$ cat config.mk
export PLATFORM = sky130hd
export DESIGN_NAME = gated_recurrent_cell_update_top
export DESIGN_NICKNAME = d
export VERILOG_FILES = /design/src/sv/grcu_pkg.sv /design/src/sv/gated_recurrent_cell_update_top.sv /design/src/sv/grcu_pwl.sv
export SDC_FILE = /design/constraint.sdc
export NUM_CORES = 2
export LEC_CHECK = 0
export BUFFER_PORTS_ARGS = -buffer_cell sky130_fd_sc_hd__buf_2
export CORE_ASPECT_RATIO = 1.5
export CORE_MARGIN = 2
export CORE_UTILIZATION = 40
export CTS_BUF_LIST = sky130_fd_sc_hd__clkbuf_2
export DETAILED_ROUTE_END_ITERATION = 8
export PLACE_DENSITY_LB_ADDON = 0.2
export SETUP_SLACK_MARGIN = 0.2
export SKIP_LAST_GASP = 1
export SLEW_MARGIN = 25
export SYNTH_ARGS = -nofsm -noshare
export SYNTH_HDL_FRONTEND = slang
export SYNTH_SLANG_ARGS = --single-unit
$ cat constraint.sdc
create_clock -name i_clk -period 10 [get_ports i_clk]
set_input_delay 1 -clock i_clk [delete_from_list [all_inputs] [get_ports i_clk]]
set_output_delay 1 -clock i_clk [all_outputs]
set_load 0.03 [all_outputs]
$ cat src/sv/grcu_pkg.sv
// ----------------------------------------------------------------------------
// grcu_pkg
// Shared constants, register indexes and knot math for the gated recurrent
// cell update block.
// ----------------------------------------------------------------------------
package grcu_pkg;

    // Default number of PWL segments per activation
    localparam int PWL_SEGMENTS_DEF = 32;

    // Register stages inside one PWL activation unit
    localparam int PWL_LAT = 6;

    // Fixed-point one
    localparam int ONE_Q12 = 4096;
    localparam longint unsigned ONE_Q24 = 64'd16777216;

    // e^-(2^b/4096) in Q24, one entry per input bit
    localparam longint unsigned EXP_NEG_Q24 [16] = '{
        64'd16773120, 64'd16769026, 64'd16760840, 64'd16744480,
        64'd16711808, 64'd16646655, 64'd16517109, 64'd16261035,
        64'd15760736, 64'd14805841, 64'd13066109, 64'd10175896,
        64'd6171993,  64'd2270549,  64'd307285,   64'd5628
    };

    // Configuration register indexes
    typedef enum logic [1:0] {
        CFG_TRAINING  = 2'd0,
        CFG_ZO_ENABLE = 2'd1,
        CFG_ZO_PROB   = 2'd2
    } t_cfg_idx;

    // Unsigned quotient by shift and subtract, one bit per step.
    // Evaluated at elaboration only.
    function automatic longint unsigned udiv(
        input longint unsigned num,
        input longint unsigned den
    );
        longint unsigned q;
        longint unsigned rem;
        int              i;
        q   = '0;
        rem = '0;
        for (i = 63; i >= 0; i--) begin
            rem = {rem[62:0], num[i]};
            if (rem >= den) begin
                rem  = rem - den;
                q[i] = 1'b1;
            end
        end
        return q;
    endfunction

    // Activation value at knot x (Q3.12): sigmoid in Q0.12 or tanh in Q3.12.
    // Evaluated at elaboration only, to fill the knot tables.
    function automatic int knot_value(input int x, input bit is_tanh);
        longint unsigned t;
        longint unsigned p;
        longint unsigned e2;
        longint unsigned d;
        longint unsigned y;
        int              r;
        int              b;
        t = longint'((x < 0) ? -x : x);
        p = ONE_Q24;
        // Product of one exp factor per set bit of the magnitude
        for (b = 0; b < 16; b++) begin
            if (t[b]) begin
                p = (p * EXP_NEG_Q24[b] + (ONE_Q24 >> 1)) >> 24;
            end
        end
        if (is_tanh) begin
            e2 = (p * p + (ONE_Q24 >> 1)) >> 24;
            d  = ONE_Q24 + e2;
            y  = udiv(64'(ONE_Q12) * (ONE_Q24 - e2) + (d >> 1), d);
            r  = int'(y);
            return (x < 0) ? -r : r;
        end
        d = ONE_Q24 + p;
        y = udiv(64'(ONE_Q12) * ONE_Q24 + (d >> 1), d);
        r = int'(y);
        return (x < 0) ? (ONE_Q12 - r) : r;
    endfunction

endpackage

$ cat src/sv/gated_recurrent_cell_update_top.sv
// ----------------------------------------------------------------------------
// gated_recurrent_cell_update_top
// Pointwise update of a recurrent cell with an update gate and no reset gate:
// saturated term sums, PWL sigmoid and tanh, hidden blend and zoneout.
//
//   Channel   Handshake              Payload
//   -------   ---------------------  ---------------------------------------
//   request   start && !busy         i_update_*, i_cand_*, prev, keep mask
//   result    o_strobe (one cycle)   new hidden, gate, candidate, act valid
//   config    i_cfg_we               i_cfg_index, i_cfg_data
//
// One request per cycle, as busy stays low. Each request passes the sum
// stage, the six-stage PWL divide path, then the product, blend, zoneout
// product and output stages. Reset clears the valid line and the config
// registers; payload is not reset. The result is never held.
// ----------------------------------------------------------------------------
module gated_recurrent_cell_update_top #(
    parameter int PWL_SEGMENTS = grcu_pkg::PWL_SEGMENTS_DEF
) (
    input  logic               i_clk,
    input  logic               i_rst_n,
    input  logic               start,
    output logic               busy,
    input  logic               i_cfg_we,
    input  logic [1:0]         i_cfg_index,
    input  logic [12:0]        i_cfg_data,
    input  logic signed [15:0] i_update_input_proj,
    input  logic signed [15:0] i_update_recur_proj,
    input  logic signed [15:0] i_update_in_bias,
    input  logic signed [15:0] i_update_hid_bias,
    input  logic signed [15:0] i_cand_input_proj,
    input  logic signed [15:0] i_cand_recur_proj,
    input  logic signed [15:0] i_cand_in_bias,
    input  logic signed [15:0] i_cand_hid_bias,
    input  logic signed [15:0] i_prev_hidden,
    input  logic               i_keep_mask,
    output logic               o_strobe,
    output logic signed [15:0] o_new_hidden,
    output logic        [12:0] o_update_gate,
    output logic signed [13:0] o_candidate,
    output logic               o_activations_valid
);
    import grcu_pkg::*;

    localparam int LAT = PWL_LAT + 5;

    // Saturated sum of four Q3.12 terms
    function automatic logic signed [15:0] sum4_sat(
        input logic signed [15:0] a,
        input logic signed [15:0] b,
        input logic signed [15:0] c,
        input logic signed [15:0] d
    );
        logic signed [17:0] s;
        s = 18'(a) + 18'(b) + 18'(c) + 18'(d);
        priority if (s > 18'sd32767) begin
            return 16'sh7FFF;
        end else if (s < -18'sd32768) begin
            return 16'sh8000;
        end else begin
            return s[15:0];
        end
    endfunction

    // Round Q24 to Q12 (add half, floor) and saturate to 16 bits
    function automatic logic signed [15:0] rnd_sat(input logic signed [30:0] v);
        logic signed [30:0] t;
        t = (v + 31'sd2048) >>> 12;
        priority if (t > 31'sd32767) begin
            return 16'sh7FFF;
        end else if (t < -31'sd32768) begin
            return 16'sh8000;
        end else begin
            return t[15:0];
        end
    endfunction

    // Every request is taken
    assign busy = 1'b0;

    logic w_accept;
    assign w_accept = start && !busy;

    // Configuration registers
    logic        r_training;
    logic        r_zo_en;
    logic [12:0] r_zo_prob;

    always_ff @(posedge i_clk) begin
        if (!i_rst_n) begin
            r_training <= 1'b0;
            r_zo_en    <= 1'b0;
            r_zo_prob  <= '0;
        end else if (i_cfg_we) begin
            unique case (t_cfg_idx'(i_cfg_index))
                CFG_TRAINING:  r_training <= i_cfg_data[0];
                CFG_ZO_ENABLE: r_zo_en    <= i_cfg_data[0];
                CFG_ZO_PROB:   r_zo_prob  <= i_cfg_data;
                default: ;
            endcase
        end
    end

    logic        w_zo_active;
    logic [12:0] w_prob;
    assign w_zo_active = r_zo_en && (r_zo_prob != '0);
    assign w_prob      = (r_zo_prob > 13'(ONE_Q12)) ? 13'(ONE_Q12) : r_zo_prob;

    // Valid line, one bit per stage
    logic [LAT-1:0] r_vld;

    always_ff @(posedge i_clk) begin
        if (!i_rst_n) begin
            r_vld <= '0;
        end else begin
            r_vld <= {r_vld[LAT-2:0], w_accept};
        end
    end

    // Stage 1: term sums
    logic signed [15:0] r_s1_zsum;
    logic signed [15:0] r_s1_asum;
    logic signed [15:0] r_s1_h;
    logic               r_s1_keep;

    always_ff @(posedge i_clk) begin
        r_s1_zsum <= sum4_sat(i_update_input_proj, i_update_recur_proj,
                              i_update_in_bias, i_update_hid_bias);
        r_s1_asum <= sum4_sat(i_cand_input_proj, i_cand_recur_proj,
                              i_cand_in_bias, i_cand_hid_bias);
        r_s1_h    <= i_prev_hidden;
        r_s1_keep <= i_keep_mask;
    end

    // Activations
    logic signed [13:0] w_z;
    logic signed [13:0] w_a;

    grcu_pwl #(
        .PWL_SEGMENTS (PWL_SEGMENTS),
        .IS_TANH      (1'b0)
    ) u_sigmoid (
        .i_clk (i_clk),
        .i_x   (r_s1_zsum),
        .o_y   (w_z)
    );

    grcu_pwl #(
        .PWL_SEGMENTS (PWL_SEGMENTS),
        .IS_TANH      (1'b1)
    ) u_tanh (
        .i_clk (i_clk),
        .i_x   (r_s1_asum),
        .o_y   (w_a)
    );

    // Carry the old hidden value and mask alongside the activations
    logic signed [15:0] r_hd_h    [PWL_LAT];
    logic               r_hd_keep [PWL_LAT];

    always_ff @(posedge i_clk) begin
        r_hd_h[0]    <= r_s1_h;
        r_hd_keep[0] <= r_s1_keep;
        for (int i = 1; i < PWL_LAT; i++) begin
            r_hd_h[i]    <= r_hd_h[i-1];
            r_hd_keep[i] <= r_hd_keep[i-1];
        end
    end

    // Stage 8: gate products z*h and (1-z)*a
    logic signed [29:0] r_s8_pz;
    logic signed [27:0] r_s8_pa;
    logic signed [13:0] r_s8_z;
    logic signed [13:0] r_s8_a;
    logic signed [15:0] r_s8_h;
    logic               r_s8_keep;

    always_ff @(posedge i_clk) begin
        r_s8_pz   <= 30'(w_z) * 30'(r_hd_h[PWL_LAT-1]);
        r_s8_pa   <= 28'(14'(ONE_Q12) - w_z) * 28'(w_a);
        r_s8_z    <= w_z;
        r_s8_a    <= w_a;
        r_s8_h    <= r_hd_h[PWL_LAT-1];
        r_s8_keep <= r_hd_keep[PWL_LAT-1];
    end

    // Stage 9: blend, round, saturate
    logic signed [15:0] r_s9_hn;
    logic signed [13:0] r_s9_z;
    logic signed [13:0] r_s9_a;
    logic signed [15:0] r_s9_h;
    logic               r_s9_keep;

    always_ff @(posedge i_clk) begin
        r_s9_hn   <= rnd_sat(31'(r_s8_pz) + 31'(r_s8_pa));
        r_s9_z    <= r_s8_z;
        r_s9_a    <= r_s8_a;
        r_s9_h    <= r_s8_h;
        r_s9_keep <= r_s8_keep;
    end

    // Stage 10: inference zoneout products p*h and (1-p)*hn
    logic signed [29:0] r_s10_ph;
    logic signed [29:0] r_s10_pn;
    logic signed [15:0] r_s10_hn;
    logic signed [13:0] r_s10_z;
    logic signed [13:0] r_s10_a;
    logic signed [15:0] r_s10_h;
    logic               r_s10_keep;

    always_ff @(posedge i_clk) begin
        r_s10_ph   <= 30'(signed'({1'b0, w_prob})) * 30'(r_s9_h);
        r_s10_pn   <= 30'(signed'({1'b0, 13'(ONE_Q12) - w_prob})) * 30'(r_s9_hn);
        r_s10_hn   <= r_s9_hn;
        r_s10_z    <= r_s9_z;
        r_s10_a    <= r_s9_a;
        r_s10_h    <= r_s9_h;
        r_s10_keep <= r_s9_keep;
    end

    // Stage 11: pick the zoneout result and gate the activation outputs
    logic signed [15:0] n_hidden;

    always_comb begin
        priority if (!w_zo_active) begin
            n_hidden = r_s10_hn;
        end else if (r_training) begin
            n_hidden = r_s10_keep ? r_s10_hn : r_s10_h;
        end else begin
            n_hidden = rnd_sat(31'(r_s10_ph) + 31'(r_s10_pn));
        end
    end

    logic signed [15:0] r_out_hidden;
    logic        [12:0] r_out_gate;
    logic signed [13:0] r_out_cand;
    logic               r_out_act;

    always_ff @(posedge i_clk) begin
        r_out_hidden <= n_hidden;
        r_out_gate   <= r_training ? r_s10_z[12:0] : '0;
        r_out_cand   <= r_training ? r_s10_a : '0;
        r_out_act    <= r_training;
    end

    assign o_strobe            = r_vld[LAT-1];
    assign o_new_hidden        = r_out_hidden;
    assign o_update_gate       = r_out_gate;
    assign o_candidate         = r_out_cand;
    assign o_activations_valid = r_out_act;

    // Activation outputs follow the mode
    a_act_mode: assert property (@(posedge i_clk) disable iff (!i_rst_n)
        o_strobe |-> (o_activations_valid == r_training))
        else $error("activations_valid does not follow training mode");

    a_infer_zero: assert property (@(posedge i_clk) disable iff (!i_rst_n)
        (o_strobe && !r_training) |-> (o_update_gate == '0 && o_candidate == '0))
        else $error("activation outputs not cleared in inference");

    // PWL results stay inside their activation range
    a_act_range: assert property (@(posedge i_clk) disable iff (!i_rst_n)
        o_strobe |-> (o_update_gate <= 13'd4096 &&
                      o_candidate <= 14'sd4096 && o_candidate >= -14'sd4096))
        else $error("activation out of range");

    // Training zoneout with a clear mask keeps the old hidden value
    a_keep_old: assert property (@(posedge i_clk) disable iff (!i_rst_n)
        (r_vld[LAT-2] && w_zo_active && r_training && !r_s10_keep)
            |=> (o_new_hidden == $past(r_s10_h)))
        else $error("zoneout did not keep the old hidden value");

endmodule

$ cat src/sv/grcu_pwl.sv
// ----------------------------------------------------------------------------
// grcu_pwl
// Pipelined piecewise-linear activation (sigmoid or tanh) over evenly spaced
// knots on [-8, 8]. Interpolation divides by the segment width through a
// per-segment reciprocal with a single remainder correction. Fixed latency.
// ----------------------------------------------------------------------------
module grcu_pwl #(
    parameter int PWL_SEGMENTS = grcu_pkg::PWL_SEGMENTS_DEF,
    parameter bit IS_TANH      = 1'b0
) (
    input  logic               i_clk,
    input  logic signed [15:0] i_x,
    output logic signed [13:0] o_y
);
    import grcu_pkg::*;

    localparam int SW = $clog2(PWL_SEGMENTS);   // segment index bits
    localparam int PW = 16 + SW;                // scaled offset bits
    localparam int RK = 28;                     // reciprocal fraction bits

    // Knot tables
    logic        [15:0] c_ux0 [PWL_SEGMENTS];
    logic        [13:0] c_w   [PWL_SEGMENTS];
    logic        [20:0] c_rcp [PWL_SEGMENTS];
    logic signed [13:0] c_y0  [PWL_SEGMENTS];
    logic signed [14:0] c_dy  [PWL_SEGMENTS];

    for (genvar k = 0; k < PWL_SEGMENTS; k++) begin : g_knot
        localparam int UX0 = (k * 65536) / PWL_SEGMENTS;
        localparam int UX1 = ((k + 1) * 65536) / PWL_SEGMENTS;
        localparam int W   = UX1 - UX0;
        localparam int RCP = (1 << RK) / W;
        localparam int Y0  = knot_value(UX0 - 32768, IS_TANH);
        localparam int Y1  = knot_value(UX1 - 32768, IS_TANH);
        assign c_ux0[k] = 16'(UX0);
        assign c_w[k]   = 14'(W);
        assign c_rcp[k] = 21'(RCP);
        assign c_y0[k]  = 14'(Y0);
        assign c_dy[k]  = 15'(Y1 - Y0);
    end

    // Stage 1: segment select and table read
    logic [15:0]   w_u;
    logic [PW-1:0] w_scaled;
    logic [SW-1:0] w_seg;
    logic [15:0]   w_dx;

    assign w_u      = {~i_x[15], i_x[14:0]};
    assign w_scaled = PW'(w_u) * PW'(PWL_SEGMENTS);
    assign w_seg    = w_scaled[PW-1:16];
    assign w_dx     = w_u - c_ux0[w_seg];

    logic        [13:0] r_p1_dx;
    logic signed [14:0] r_p1_dy;
    logic        [13:0] r_p1_w;
    logic        [20:0] r_p1_rcp;
    logic signed [13:0] r_p1_y0;

    always_ff @(posedge i_clk) begin
        r_p1_dx  <= w_dx[13:0];
        r_p1_dy  <= c_dy[w_seg];
        r_p1_w   <= c_w[w_seg];
        r_p1_rcp <= c_rcp[w_seg];
        r_p1_y0  <= c_y0[w_seg];
    end

    // Stage 2: slope times offset
    logic signed [29:0] r_p2_prod;
    logic        [13:0] r_p2_w;
    logic        [20:0] r_p2_rcp;
    logic signed [13:0] r_p2_y0;

    always_ff @(posedge i_clk) begin
        r_p2_prod <= 30'(r_p1_dy) * 30'(signed'({1'b0, r_p1_dx}));
        r_p2_w    <= r_p1_w;
        r_p2_rcp  <= r_p1_rcp;
        r_p2_y0   <= r_p1_y0;
    end

    // Stage 3: magnitude plus half the width, for rounding away from zero
    logic signed [29:0] w_mag;
    assign w_mag = r_p2_prod[29] ? -r_p2_prod : r_p2_prod;

    logic        [27:0] r_p3_n;
    logic               r_p3_neg;
    logic        [13:0] r_p3_w;
    logic        [20:0] r_p3_rcp;
    logic signed [13:0] r_p3_y0;

    always_ff @(posedge i_clk) begin
        r_p3_n   <= w_mag[27:0] + 28'(r_p2_w >> 1);
        r_p3_neg <= r_p2_prod[29];
        r_p3_w   <= r_p2_w;
        r_p3_rcp <= r_p2_rcp;
        r_p3_y0  <= r_p2_y0;
    end

    // Stage 4: quotient estimate from the reciprocal, low by at most one
    logic [48:0] w_qprod;
    assign w_qprod = 49'(r_p3_n) * 49'(r_p3_rcp);

    logic        [14:0] r_p4_qe;
    logic        [27:0] r_p4_n;
    logic               r_p4_neg;
    logic        [13:0] r_p4_w;
    logic signed [13:0] r_p4_y0;

    always_ff @(posedge i_clk) begin
        r_p4_qe  <= w_qprod[RK+14:RK];
        r_p4_n   <= r_p3_n;
        r_p4_neg <= r_p3_neg;
        r_p4_w   <= r_p3_w;
        r_p4_y0  <= r_p3_y0;
    end

    // Stage 5: estimate times width
    logic        [28:0] r_p5_qw;
    logic        [14:0] r_p5_qe;
    logic        [27:0] r_p5_n;
    logic               r_p5_neg;
    logic        [13:0] r_p5_w;
    logic signed [13:0] r_p5_y0;

    always_ff @(posedge i_clk) begin
        r_p5_qw  <= 29'(r_p4_qe) * 29'(r_p4_w);
        r_p5_qe  <= r_p4_qe;
        r_p5_n   <= r_p4_n;
        r_p5_neg <= r_p4_neg;
        r_p5_w   <= r_p4_w;
        r_p5_y0  <= r_p4_y0;
    end

    // Stage 6: correct the quotient, apply sign, add base knot, clamp
    logic        [28:0] w_rem;
    logic        [14:0] w_q;
    logic signed [15:0] w_sy;
    logic signed [15:0] w_lo;
    logic signed [15:0] w_hi;

    always_comb begin
        w_rem = 29'(r_p5_n) - r_p5_qw;
        w_q   = r_p5_qe + 15'((w_rem >= 29'(r_p5_w)) ? 1 : 0);
        w_sy  = r_p5_neg ? (16'(r_p5_y0) - signed'({1'b0, w_q}))
                         : (16'(r_p5_y0) + signed'({1'b0, w_q}));
        w_lo  = IS_TANH ? -16'(ONE_Q12) : 16'sd0;
        w_hi  = 16'(ONE_Q12);
    end

    logic signed [13:0] r_y;

    always_ff @(posedge i_clk) begin
        priority if (w_sy < w_lo) begin
            r_y <= 14'(w_lo);
        end else if (w_sy > w_hi) begin
            r_y <= 14'(w_hi);
        end else begin
            r_y <= w_sy[13:0];
        end
    end

    assign o_y = r_y;

endmodule

== After elaboration in Yosys (flattened, before gate mapping) ==
Memory sizes are Yosys's and may differ from the RTL's. A register that Yosys moved wholly into a read port is not among the register bits.
Cells that the tools add are included.
Operators by class
  muxes and demuxes: 21
  equality and inequality tests: 2
  multiply operators: 10
  $add $sub $neg: 26
  reductions and logical operators: 8
  bitwise operators: 4
  order comparisons: 17
Operators with widths (count)
  $mux W16: 10
  $mul A14 B16 Y30: 3
  $mul A28 B21 Y43: 2
  $mux W14: 5
  $add A31 B13 Y31 const B: 2
  $mul A15 B15 Y30: 2
  $ge A29 B14 Y1: 2
  $mul A15 B14 Y29: 2
  $sub A28 B29 Y29: 2
  $add A28 B13 Y28: 2
  $mux W28: 2
  $neg A28 Y28: 2
  $gt A19 B16 Y1 const B: 2
  $lt A19 B16 Y1 const B: 2
  $add A17 B16 Y18: 2
  $add A18 B16 Y18: 2
  $gt A18 B16 Y1 const B: 2
  $lt A18 B16 Y1 const B: 2
  $add A16 B16 Y17: 2
  $add A14 B16 Y16: 2
  $gt A16 B14 Y1 const B: 2
  $sub A14 B16 Y16: 2
  $add A30 B28 Y31: 1
  $add A30 B30 Y31: 1
  20 further kinds: 30
Word-level totals
  logic and storage cells: 175
  output and inout port bits: 46
  bits in read-only memories: 5120
  memories kept: 12
  RAM bits: 102
  input bits: 164
  flip-flop bits (word level): 1116
Memory list
  (name not given): words 32, width 21, rd ports 1, clocked after Yosys merged registers in 1, wr ports 0, RTL line grcu_pwl.sv:63  | r_p1_rcp <= c_rcp[w_seg];
  (name not given): words 32, width 21, rd ports 1, clocked after Yosys merged registers in 1, wr ports 0, RTL line grcu_pwl.sv:63
  (name not given): words 32, width 16, rd ports 1, clocked after Yosys merged registers in 0, wr ports 0, RTL line grcu_pwl.sv:51  | assign w_dx = w_u - c_ux0[w_seg];
  (name not given): words 32, width 16, rd ports 1, clocked after Yosys merged registers in 0, wr ports 0, RTL line grcu_pwl.sv:51
  (name not given): words 32, width 15, rd ports 1, clocked after Yosys merged registers in 1, wr ports 0, RTL line grcu_pwl.sv:61  | r_p1_dy <= c_dy[w_seg];
  (name not given): words 32, width 15, rd ports 1, clocked after Yosys merged registers in 1, wr ports 0, RTL line grcu_pwl.sv:61
  +6 memories

== Depth between registers and ports, before layout ==
  depth in word-level cells: 8
  depth in mapped cells: 32
  depth with buffers taken out: 30

== Cells and area by module ==
From an unflattened synthesis, not the netlist that was laid out.
Second synthesis, totals
  cell total of the unflattened synthesis: 7141
  area total of the unflattened synthesis: 70819.2 um2
By module, submodules not included
  gated_recurrent_cell_update_top: instances 1, cells an instance 4904, area each 49267.3 um2, sequential area each 10069.7 um2
  grcu_pwl at u_tanh: instances 1, cells an instance 1145, area each 11030.6 um2, sequential area each 3363.2 um2
  grcu_pwl at u_sigmoid: instances 1, cells an instance 1092, area each 10521.3 um2, sequential area each 3223.1 um2

== Least setup slack after synthesis ==
Ideal clock, no wire load.
  kind: reg-to-reg
  from: reg r_zo_prob[12]
  to: reg r_s10_pn[29]
  setup time: 72 ps
  period minus slack after synthesis: 7569 ps
  path slack: 2431 ps
  cell stages (with the launch flop): 28
  data required time: 9928 ps
  buffers on the path: 2
  arrival time: 7497 ps
  cell sequence: dfxtp_1 > nor2b_1 > clkbuf_1 > or3_1 > or2_2 > nor3_1 > xnor2_1 > clkbuf_1 > nand2_1 > fa_1 > fa_1 > fa_1 > inv_1 > fa_1 > fa_1 > inv_1 > fa_1 > inv_1 > ha_1 > or2_2 > a21oi_1 > a211oi_1 > o31ai_1 > o221ai_1 > o41a_1 > a21o_1 > a21oi_1 > xnor2_1
Between the ends
  cells in the longest elaborated chain, start to end: 4
RTL lines
  from (decl): RTL line gated_recurrent_cell_update_top.sv:87  | logic [12:0] r_zo_prob;
  from (signal assigned): RTL line gated_recurrent_cell_update_top.sv:98  | CFG_ZO_PROB: r_zo_prob <= i_cfg_data;
  $gt A13 B13 Y1: RTL line gated_recurrent_cell_update_top.sv:107  | assign w_prob = (r_zo_prob > 13'(ONE_Q12)) ? 13'(ONE_Q12) : r_zo_prob;
  $mux W13 *: RTL line gated_recurrent_cell_update_top.sv:107
  $sub A13 B13 Y13 *: RTL line gated_recurrent_cell_update_top.sv:213  | r_s10_pn <= 30'(signed'({1'b0, 13'(ONE_Q12) - w_prob})) * 30'(r_s9_hn);
  $mul A14 B16 Y30 *: RTL line gated_recurrent_cell_update_top.sv:213
  to (signal assigned): RTL line gated_recurrent_cell_update_top.sv:213
  to (decl): RTL line gated_recurrent_cell_update_top.sv:204  | logic signed [29:0] r_s10_pn;
Every way passes the cells marked *; elsewhere a longest branch is shown, timed or not.
A chain may end at the register's enable or synchronous reset.

== Worst setup path in the final report ==
Same ends and word-level chain as after synthesis.

==> results.cfg <==
[detailed_routing]
postRouteAntennaNets = 0
post-route-drc-count = 0
drt_first_pass_iters = 5
via_count = 48200
drt_first_iter_violations = 1772
route.detailed.vias_per_inst = 4.91
wire_per_inst_um = 16.5
wirelength_mm = 162

[synth]
synth-main-ff-cell = sky130_fd_sc_hd__dfxtp_1
syn-cell-area_um2 = 69500
synth.lib_cells_used.distinct = 99
synth_seq_cells = 832
synth_edf_count = 0
synth_area_leader_cell = sky130_fd_sc_hd__fa_1
synth_seq_area_share = 0.240
synthesized_instance_count = 7024
synthTopCellsByArea = sky130_fd_sc_hd__fa_1 (30%), sky130_fd_sc_hd__dfxtp_1 (24%), sky130_fd_sc_hd__ha_1 (12%)
synth.avg_cell_area_um2 = 9.90
netlist_top_cells_count = sky130_fd_sc_hd__inv_1 (1169), sky130_fd_sc_hd__fa_1 (1056), sky130_fd_sc_hd__dfxtp_1 (832)
ys_async_sr_fraction = 0
yosys.cell_count.top_type = sky130_fd_sc_hd__inv_1
synthesis.yosys.warnings = 0
synthDominantCellAreaShare = 0.304

[clock_network]
sinks_on_the_clock_net = 832
h_tree_depth_reported_by_cts = 4
post-cts-setup-buffer-count = 0
clockBufferDepth = 4
worst_skew_pair.late_latency_ps = 1530
cts.root.buffer_cell = sky130_fd_sc_hd__clkbuf_2
cts_inserted_buffers = 206
tritoncts = yes
clk_pin_slew_ps = 120

[worst_setup_path]
timing.critical_path.from = r_zo_prob[12]$_SDFFE_PN0P_
critPathLaunchType = register
end_kind = register
regToRegStartpoint = r_zo_prob[12]$_SDFFE_PN0P_
setup.worst_path.class = reg2reg
worstPathRequired_ps = 11410
worstPathMaxFanout = 33
arrival_ps = 9930

[cells_and_area]
finish.net_count = 9291
finish.instance_area_um2 = 75900
final_layout_size_suffix_gt1_frac = 0.0881
syn2layout_area_growth_pct = 9.22

[placed_design]
post-dp-hpwl_mm = 128
port-buffer-count = 208
placed_area_um2 = 73100
gp_routability_congestion = 0.866

[timing]
timing.final.max_slew_violations = 0
worstMarginPinSlew_ps = 1120
skew_ps = 212
min_period_over_period = 0.852
max_slew_margin = 0.254
setup_viol = 0
timing.setup.tns_ps = 0
min_period_ps = 8520
setup_repair_after_global_routing_missed_its_margin = false
max_freq_mhz = 117
hold_violations = 0

[floorplanning]
chipWidth_um = 344
initial_utilization = 0.402
placementRows = 187
ios = 210
die_area_um2 = 177000
core_area_um2 = 173000
chipHeight_um = 515

[global_route]
grt_pass1_wl_mm = 266
grt_overflow_total = 0
first_global_vias = 52600
grt_start_max_net_pins = 38
grt_usage = 0.189
antenna_violations_before_repair = 6

[min_path]
worst_hold_path_type = reg2reg
hold_startpoint = u_tanh.r_p4_qe[6]$_DFF_P_

[outcome]
run_status = completed

[run]
drv_cap = 0
==> flip-flops by register name, summed over array words and instances (netlist names), 17 cells and up <==
register	cells
u_tanh.r_p3_n	18
r_s10_pn	30
r_s8_pa	28
r_s10_ph	30
r_s8_pz	30
u_tanh.r_p2_prod	18
r_hd_h	96
u_sigmoid.r_p3_n	17
==> critical path: stages (launching register included) <==
cell and delay [ps]:
sky130_fd_sc_hd__dfxtp_2 730, sky130_fd_sc_hd__nor2b_1 110, sky130_fd_sc_hd__buf_4 230, sky130_fd_sc_hd__or3_1 390
sky130_fd_sc_hd__or2_2 310, sky130_fd_sc_hd__nor3_1 430, sky130_fd_sc_hd__xnor2_2 370, sky130_fd_sc_hd__nand2_1 180
sky130_fd_sc_hd__fa_1 480, sky130_fd_sc_hd__fa_1 510, sky130_fd_sc_hd__fa_1 490, sky130_fd_sc_hd__inv_1 50
sky130_fd_sc_hd__fa_1 500, sky130_fd_sc_hd__fa_1 540, sky130_fd_sc_hd__inv_1 50, sky130_fd_sc_hd__fa_1 520
sky130_fd_sc_hd__inv_1 40, sky130_fd_sc_hd__ha_1 320, sky130_fd_sc_hd__or2_2 310, sky130_fd_sc_hd__a21oi_1 230
sky130_fd_sc_hd__a211oi_1 110, sky130_fd_sc_hd__o31ai_1 430, sky130_fd_sc_hd__o221ai_1 260, sky130_fd_sc_hd__o41a_1 390
sky130_fd_sc_hd__a21o_1 190, sky130_fd_sc_hd__a21oi_1 160, sky130_fd_sc_hd__xnor2_1 130
==> final cells by class <==
cell class	count	area (µm²)
multi-input cells	4825	47800
clock inverters	73	478
flip-flops and latches	832	16700
fillers	16800	97000
well taps	2268	2840
diodes	14	35.0
repair buffers	358	2390
clock buffers	277	1390
inverters	1170	4390
==> cells in the final DEF (no fill, tap or decap), types with 62 or more instances in the layout <==
cell type / n
sky130_fd_sc_hd__clkbuf_2: 277
sky130_fd_sc_hd__dlygate4sd3_1: 88
sky130_fd_sc_hd__nor2_1: 172
sky130_fd_sc_hd__nor3_1: 78
sky130_fd_sc_hd__o21ai_0: 131
sky130_fd_sc_hd__xor2_1: 96
sky130_fd_sc_hd__buf_2: 208
sky130_fd_sc_hd__a21oi_1: 175
sky130_fd_sc_hd__nand2_1: 801
sky130_fd_sc_hd__inv_1: 1169
sky130_fd_sc_hd__and2_1: 508
sky130_fd_sc_hd__xnor2_1: 234
sky130_fd_sc_hd__ha_1: 677
sky130_fd_sc_hd__a21o_1: 78
sky130_fd_sc_hd__fa_1: 1056
sky130_fd_sc_hd__buf_4: 62
sky130_fd_sc_hd__nand3_1: 75
sky130_fd_sc_hd__dfxtp_1: 830
==> per-layer routing <==
layer / GRT usage / vias to the layer above / share of wire
li1: - / 22800 / -
met1: 0.195 / 24100 / 0.36
met2: 0.372 / 878 / 0.56
met3: 0.0243 / 341 / 0.032
met4: 0.0869 / 4 / 0.046
met5: 0 / - / 0.00017
==> stage by stage <==
stage / setup WS, ps / util / std cells / hold slack, ps
detailed placement: 1060 / 0.423 / 9365 / 312
global placement: 1080 / 0.423 / 9365 / 310
global route: 996 / 0.439 / 9810 / 74.3
CTS: 1030 / 0.439 / 9803 / 0.0411
finish: 1480 / 0.439 / 9817 / 144
floorplan: 2430 / - / 7068 / 310
==> repair_timing <==
| item | CTS | global route |
|---|---|---|
| endpoints found under the hold margin | 52 | 0 |
| resized for setup | 0 | 0 |
| hold buffers | 88 | 0 |
==> worst paths after layout <==
kind	end	slack [ps]	cells past startpoint
worst min-delay path	u_tanh.r_p5_qw[17]$_DFF_P_	140	0
worst min register to register	u_tanh.r_p5_qw[17]$_DFF_P_	140	0
worst max register to register	r_s10_pn[29]$_DFF_P_	1480	26
worst max-delay path	r_s10_pn[29]$_DFF_P_	1480	26
==> cell families (layout without fill, tap and decap cells) <==
group | count (synthesis) | in the layout | synth area share
muxes | 15 | 15 | 0.00241
AOI/OAI and AO/OA | 766 | 766 | 0.0752
and+or+nand+nor | 1927 | 1927 | 0.137
other | 2 | 60 | 0.000108
DFF | 832 | 832 | 0.240
adders and majority gates | 1734 | 1734 | 0.426
buffers and inverters | 1411 | 1878 | 0.0768
xor gates and xnor gates | 337 | 337 | 0.0425
Power is not shown: default switching activity piles up to over one toggle a cycle in this logic, so the estimate is an artifact.
